`config.mk`:
```
export PLATFORM = sky130hd
export DESIGN_NAME = tmtc_div
export DESIGN_NICKNAME = d
export VERILOG_FILES = /design/src/sv/tempo_map_time_converter_top_macros.svh /design/src/sv/tmtc_pkg.sv /design/src/sv/tmtc_div.sv
export SDC_FILE = /design/constraint.sdc
export NUM_CORES = 1
export LEC_CHECK = 0
export BUFFER_PORTS_ARGS = -buffer_cell sky130_fd_sc_hd__buf_4
export CAP_MARGIN = 10
export CORE_AREA = 2 2 174 176
export CTS_BUF_LIST = sky130_fd_sc_hd__clkbuf_2
export DETAILED_ROUTE_END_ITERATION = 7
export DIE_AREA = 0 0 176 178
export PLACE_DENSITY = 0.86
export SKIP_LAST_GASP = 1
export SLEW_MARGIN = 20
export SYNTH_ARGS = -nofsm -noshare
export SYNTH_HDL_FRONTEND = slang
export SYNTH_SLANG_ARGS = --single-unit
export TNS_END_PERCENT = 20
```
`constraint.sdc`:
```
create_clock -name clock -period 5.6 [get_ports clock]
set_clock_uncertainty 0.05 [all_clocks]
set_input_delay 1.12 -clock clock [delete_from_list [all_inputs] [get_ports clock]]
set_output_delay 1.12 -clock clock [all_outputs]
set_load 0.005 [all_outputs]
```
`src/sv/tempo_map_time_converter_top_macros.svh`:
```
// Assertion macros for the tempo map time converter
`ifndef TEMPO_MAP_TIME_CONVERTER_TOP_MACROS_SVH
`define TEMPO_MAP_TIME_CONVERTER_TOP_MACROS_SVH
// Implication checked on every clock edge outside reset
`define TMTC_ASSERT_IMP(label, clk, rst, ante, cons) \
   label: assert property (@(posedge clk) disable iff (rst) (ante) |-> (cons)) \
      else $error("assertion failed");
// Next-cycle implication checked outside reset
`define TMTC_ASSERT_NXT(label, clk, rst, ante, cons) \
   label: assert property (@(posedge clk) disable iff (rst) (ante) |=> (cons)) \
      else $error("assertion failed");
`endif

```
`src/sv/tmtc_pkg.sv`:
```
// ----------------------------------------------------------------------------
// tmtc_pkg
// Shared types and constants of the tempo map time converter.
// ----------------------------------------------------------------------------
package tmtc_pkg;
   localparam int MAX_SEGMENTS_DEF = 64;
   localparam int TICK_W  = 32;
   localparam int TEMPO_W = 24;
   localparam int VAL_W   = 56;
   localparam int TPQ_W   = 15;
   localparam int CMD_W   = 2;
   localparam int STAT_W  = 2;
   localparam int SUM_W   = 64;
   localparam int DIV_W   = SUM_W + 32;
   localparam logic [VAL_W-1:0] Q56_MAX = {VAL_W{1'b1}};
   localparam logic [TPQ_W-1:0]   TPQ_RESET = 15'd480;
   localparam logic [TEMPO_W-1:0] FB_RESET  = 24'd500000;

   typedef enum logic [CMD_W-1:0] {
      CMD_CLEAR = 2'd0, CMD_APPEND = 2'd1, CMD_T2TIME = 2'd2, CMD_TIME2T = 2'd3
   } cmd_type;
   typedef enum logic [STAT_W-1:0] {
      ST_OK = 2'd0, ST_FULL = 2'd1, ST_ORDER = 2'd2, ST_SAT = 2'd3
   } status_type;
   localparam logic REG_TPQ = 1'b0;
   localparam logic REG_FB  = 1'b1;

   typedef struct packed {
      logic              start;
      logic [SUM_W-1:0]  a;
      logic [31:0]       b;
      logic [31:0]       c;
   } div_req_type;
   typedef struct packed {
      logic              done;
      logic              ovf;
      logic [SUM_W-1:0]  q;
   } div_rsp_type;
endpackage

```
`src/sv/tmtc_div.sv`:
```
// ----------------------------------------------------------------------------
// tmtc_div
// Shared multiply/divide unit: floor(a*b / c). A shift-add multiply runs
// first, then a restoring divide takes one bit per cycle.
// ----------------------------------------------------------------------------
module tmtc_div (
   input  logic                      clock,
   input  logic                      reset,
   input  tmtc_pkg::div_req_type     req,
   output tmtc_pkg::div_rsp_type     rsp
);
   import tmtc_pkg::*;

   logic [DIV_W-1:0] num_ff, num_in;
   logic [SUM_W-1:0] mcand_ff, mcand_in;
   logic [31:0]      mplier_ff, mplier_in;
   logic [31:0]      rem_ff, rem_in;
   logic [31:0]      den_ff, den_in;
   logic [SUM_W-1:0] q_ff, q_in;
   logic             ovf_ff, ovf_in;
   logic [6:0]       cnt_ff, cnt_in;
   logic             mul_ff, mul_in;
   logic             busy_ff, busy_in;
   logic             done_ff, done_in;
   logic [32:0]      shifted;
   logic             ge;
   logic [DIV_W-1:0] addend;

   // one quotient bit per cycle, MSB first
   assign shifted = {rem_ff, num_ff[DIV_W-1]};
   assign ge      = shifted >= {1'b0, den_ff};
   // multiplicand added when the current multiplier bit is set
   assign addend  = mplier_ff[31] ? {{(DIV_W-SUM_W){1'b0}}, mcand_ff} : '0;

   always_comb begin
      num_in    = num_ff;
      mcand_in  = mcand_ff;
      mplier_in = mplier_ff;
      rem_in    = rem_ff;
      den_in    = den_ff;
      q_in      = q_ff;
      ovf_in    = ovf_ff;
      cnt_in    = cnt_ff;
      mul_in    = mul_ff;
      busy_in   = busy_ff;
      done_in   = 1'b0;
      if (req.start) begin
         num_in    = '0;
         mcand_in  = req.a;
         mplier_in = req.b;
         rem_in    = '0;
         den_in    = req.c;
         q_in      = '0;
         ovf_in    = 1'b0;
         cnt_in    = 7'd0;
         mul_in    = 1'b1;
         busy_in   = 1'b1;
      end else if (busy_ff && mul_ff) begin
         // shift-add multiply, multiplier MSB first
         num_in    = {num_ff[DIV_W-2:0], 1'b0} + addend;
         mplier_in = {mplier_ff[30:0], 1'b0};
         cnt_in    = cnt_ff + 7'd1;
         if (cnt_ff == 7'd31) begin
            mul_in = 1'b0;
            cnt_in = 7'd0;
         end
      end else if (busy_ff) begin
         rem_in = ge ? 32'(shifted - {1'b0, den_ff}) : shifted[31:0];
         num_in = {num_ff[DIV_W-2:0], 1'b0};
         if (cnt_ff < 7'd32) begin
            ovf_in = ovf_ff | ge;
         end else begin
            q_in = {q_ff[SUM_W-2:0], ge};
         end
         cnt_in = cnt_ff + 7'd1;
         if (cnt_ff == 7'd95) begin
            busy_in = 1'b0;
            done_in = 1'b1;
         end
      end
   end

   always_ff @(posedge clock) begin
      if (reset) begin
         busy_ff <= 1'b0;
         done_ff <= 1'b0;
         cnt_ff  <= '0;
      end else begin
         busy_ff <= busy_in;
         done_ff <= done_in;
         cnt_ff  <= cnt_in;
      end
      num_ff    <= num_in;
      mcand_ff  <= mcand_in;
      mplier_ff <= mplier_in;
      mul_ff    <= mul_in;
      rem_ff    <= rem_in;
      den_ff    <= den_in;
      q_ff      <= q_in;
      ovf_ff    <= ovf_in;
   end

   assign rsp.done = done_ff;
   assign rsp.ovf  = ovf_ff;
   assign rsp.q    = q_ff;
endmodule

```
==> flow_summary.json <==
{
  "final.setup.tns_ps": 0,
  "holdCritPathClass": "in -> reg",
  "cts_buffers": 82,
  "synth_nets": 2346,
  "crit_arrival_ps": 5310,
  "fillers": 2191,
  "path_clk_slew_ps": 130,
  "rr_endpoint": "num_ff[83]",
  "yosysTopAreaCell": "dfxtp_1",
  "p_comb_share_pct": 17.8,
  "ant_nets": 0,
  "dpl.hpwl_um": 33100,
  "min_to": "den_ff[12]",
  "coreArea_mm2": 0.0294,
  "outcome": "complete, no violations",
  "async_flop_share_pct": 0,
  "cts_hold_buf": 0,
  "end_kind": "register",
  "clockRootBuffer": "clkbuf_2",
  "drt_pass1_iterations": 6,
  "synth_area_leaders": "dfxtp_1 22%, edfxtp_1 20%, ha_1 6.4%, a21oi_1 5.5%, nand2_1 4.9%",
  "netlist_area_mm2": 0.0189,
  "cts_setup_buffers": 0,
  "fin_cells": 2749,
  "wl_per_cell_um": 17.2,
  "p_sw_share_pct": 30.8,
  "cts-resized-gates": 0,
  "track_usage_pct": 29.9,
  "final_util_pct": 72.6,
  "synth_top_area_share_pct": 21.5,
  "synth-main-ff-cell": "dfxtp_1",
  "start_util_pct": 64.1,
  "grt_pass1_wl_um": 77100,
  "io_buffer_count": 196,
  "maxSlewHeadroom_pct": 34.9,
  "cts_tree": "built",
  "routabilityCongestion": 0.953,
  "clockBufferDepth": 3,
  "ctsHtreeMaxLevel": 3,
  "synth_cell_type_count": 78,
  "fin_crit_ps": 4540,
  "antenna_found_initial": 2,
  "grt_max_degree": 104,
  "die-area_mm2": 0.0313,
  "layout-drive-gt1-share_pct": 16.8,
  "rsz0062_at_grt": "no",
  "cp.required_ps": 6360,
  "total_power_mw": 5.53,
  "io_pins": 197,
  "p_per_area_mw_per_mm2": 259,
  "grt_overflow": 0,
  "hp-start": "req[12]",
  "avgSynthCellArea_um2": 8.91,
  "ys_seq_elements": 331,
  "clock_latency_ps": 970,
  "clkPwrFrac_pct": 32.3,
  "std_cell_rows": 63,
  "startpoint_type": "register",
  "finalSetupViolCount": 0,
  "multi_input_area_mm2": 0.0102,
  "worst_pin_slew_ps": 977,
  "vias": 16700,
  "reg2reg_depth": 13,
  "finalMaxSlewViolations": 0,
  "grt_pass1_vias": 15900,
  "num-nets-final": 2519,
  "dp.cells": 2596,
  "yosysSeqAreaShare_pct": 41.9,
  "p_switching_mw": 1.70,
  "seq_power_share_pct": 49.8,
  "vdd_drop_max_uv": 193,
  "die_h_um": 178,
  "synth_edf_count": 128,
  "area_growth_pct": 13.2,
  "hold_viol": 0,
  "routed_wl_um": 47300,
  "max_freq_mhz": 220,
  "power_leakage_nw": 8.79,
  "drc": 0,
  "clkSinkCount": 331,
  "yosys_warnings": 0,
  "reg2reg_from": "mplier_ff[31]",
  "drtIter0Drc": 1565,
  "syn_inst": 2117,
  "period_share_pct": 81.1,
  "critPathMaxFanout": 27,
  "ff_latch_area_mm2": 0.00791,
  "maxCapViolCount": 0,
  "via_per_inst": 6.07,
  "r2r_slack_ps": 1060,
  "internal_power_mw": 3.83,
  "min_path_cells": 1,
  "crit_type": "reg -> reg",
  "die_w_um": 176
}
## power by group through the flow
stage,clock (mW),combinational (mW),sequential (mW)
CTS,1.83,0.972,2.75
detailed placement,0,0.962,2.81
global placement,0,0.933,2.80
global route,1.96,1.09,2.77
finish,1.79,0.987,2.76
floorplan,0,0.724,2.76
## kinds of logic after synthesis
| group | Yosys count | synth area share (%) |
|---|---|---|
| XOR/XNOR | 116 | 5.39 |
| multiplexers | 99 | 5.46 |
| adder cells (fa/ha/maj) | 98 | 6.58 |
| flip-flops | 331 | 41.9 |
| buffers and inverters | 195 | 4.11 |
| AND/OR/NAND/NOR | 719 | 17.9 |
| AO/OA/AOI/OAI | 559 | 18.7 |
## critical path, stage by stage, from the launching register on
cell and delay [ps]:
edfxtp_1 660, buf_4 330, and2_1 170, ha_1 450
nand4_1 170, nor4_1 310, nand4_1 200, a211oi_1 570
o21ai_1 260, a211oi_1 330, nor2_1 120, nor4_1 450
xnor2_1 110, a211oi_1 270
## area by class of cell
class,count,share of cell area [%]
clock buffer,116,2.72
timing repair buffer,214,7.62
clock inverter,35,1.26
multi-input combinational,1591,47.8
antenna,2,0.0234
inverter,70,1.23
tap,390,2.28
sequential,331,37.1
## how the worst max path moves through the flow
| stage | start | endpoint | slack (ps) | cells past startpoint |
|---|---|---|---|---|
| 2_1_floorplan | mplier_ff[31] | num_ff[82] | 2090 | 16 |
| 3_3_place_gp | mplier_ff[31] | num_ff[83] | 1180 | 13 |
| 3_5_place_dp | mplier_ff[31] | num_ff[83] | 1140 | 13 |
| 4_1_cts | mplier_ff[31] | num_ff[83] | 1100 | 13 |
| 5_1_grt | mplier_ff[31] | num_ff[83] | 770 | 13 |
| 6_report | mplier_ff[31] | num_ff[83] | 1060 | 13 |
## synthesized netlist by cell type, types with 9 or more instances
library cell  instances
a211oi_1             89
a21o_1               28
a21oi_1             208
a221oi_1             12
a31oi_1              12
and2_1               74
and3_1               26
buf_2                13
clkbuf_1            100
dfxtp_1             203
edfxtp_1            128
ha_1                 96
inv_1                68
mux2_2               31
mux2i_1              68
nand2_1             247
nand2b_1             13
nand3_1              42
nand4_1              34
nor2_1              192
nor2b_1              15
nor3_1               31
nor4_1               12
o211ai_1             13
o21a_1                9
o21ai_0              96
o21ai_1              11
o21bai_1             11
or3_1                 9
xnor2_1              65
xor2_1               51
## cells in the final DEF, fill, tap and decap left out, types with 10 or more instances in the layout
master	netlist	layout
o21bai_1	11	11
nor2_1	192	190
mux2_2	31	31
a221oi_1	12	12
ha_1	96	96
inv_1	68	68
o21ai_0	96	96
clkbuf_2	0	116
nand2b_1	13	13
a21oi_1	208	208
nor2b_1	15	15
xor2_1	51	51
and3_1	26	26
xnor2_1	65	65
mux2i_1	68	68
edfxtp_1	128	128
nor3_1	31	31
a211oi_1	89	89
buf_4	7	212
dfxtp_1	203	201
nand3_1	42	42
nand2_1	247	247
nand4_1	34	34
a31oi_1	12	12
and2_1	74	74
a21o_1	28	28
o21ai_1	11	10
nor4_1	12	12
o211ai_1	13	13
clkinv_1	2	21
## flip-flops by register name, indices dropped and copies added, names as in the netlist
name	cells
num_ff	96
mcand_ff	64
q_ff	64
den_ff	32
mplier_ff	32
rem_ff	32
cnt_ff	7
busy_ff	1
done_ff	1
mul_ff	1
ovf_ff	1
## metrics by stage
stage	hold slack (ps)	worst slack, ps	area, um2
floorplan	388	2090	18900
global placement	393	1180	20500
detailed placement	412	1140	20500
CTS	219	1100	21400
global route	182	770	21400
finish	255	1060	21400
## per-layer routing
metal / vias to the layer above / wire length (um) / global-route usage (%) / part of all wire [%]
met5: - / 0 / 0 / 0
met3: 95 / 3620 / 5.03 / 7.6
met1: 7893 / 21400 / 41.4 / 45
li1: 8030 / - / - / -
met2: 680 / 21200 / 48.1 / 45
met4: 0 / 1080 / 9.68 / 2.3
No activity file was read; power rests on OpenSTA's default activity.
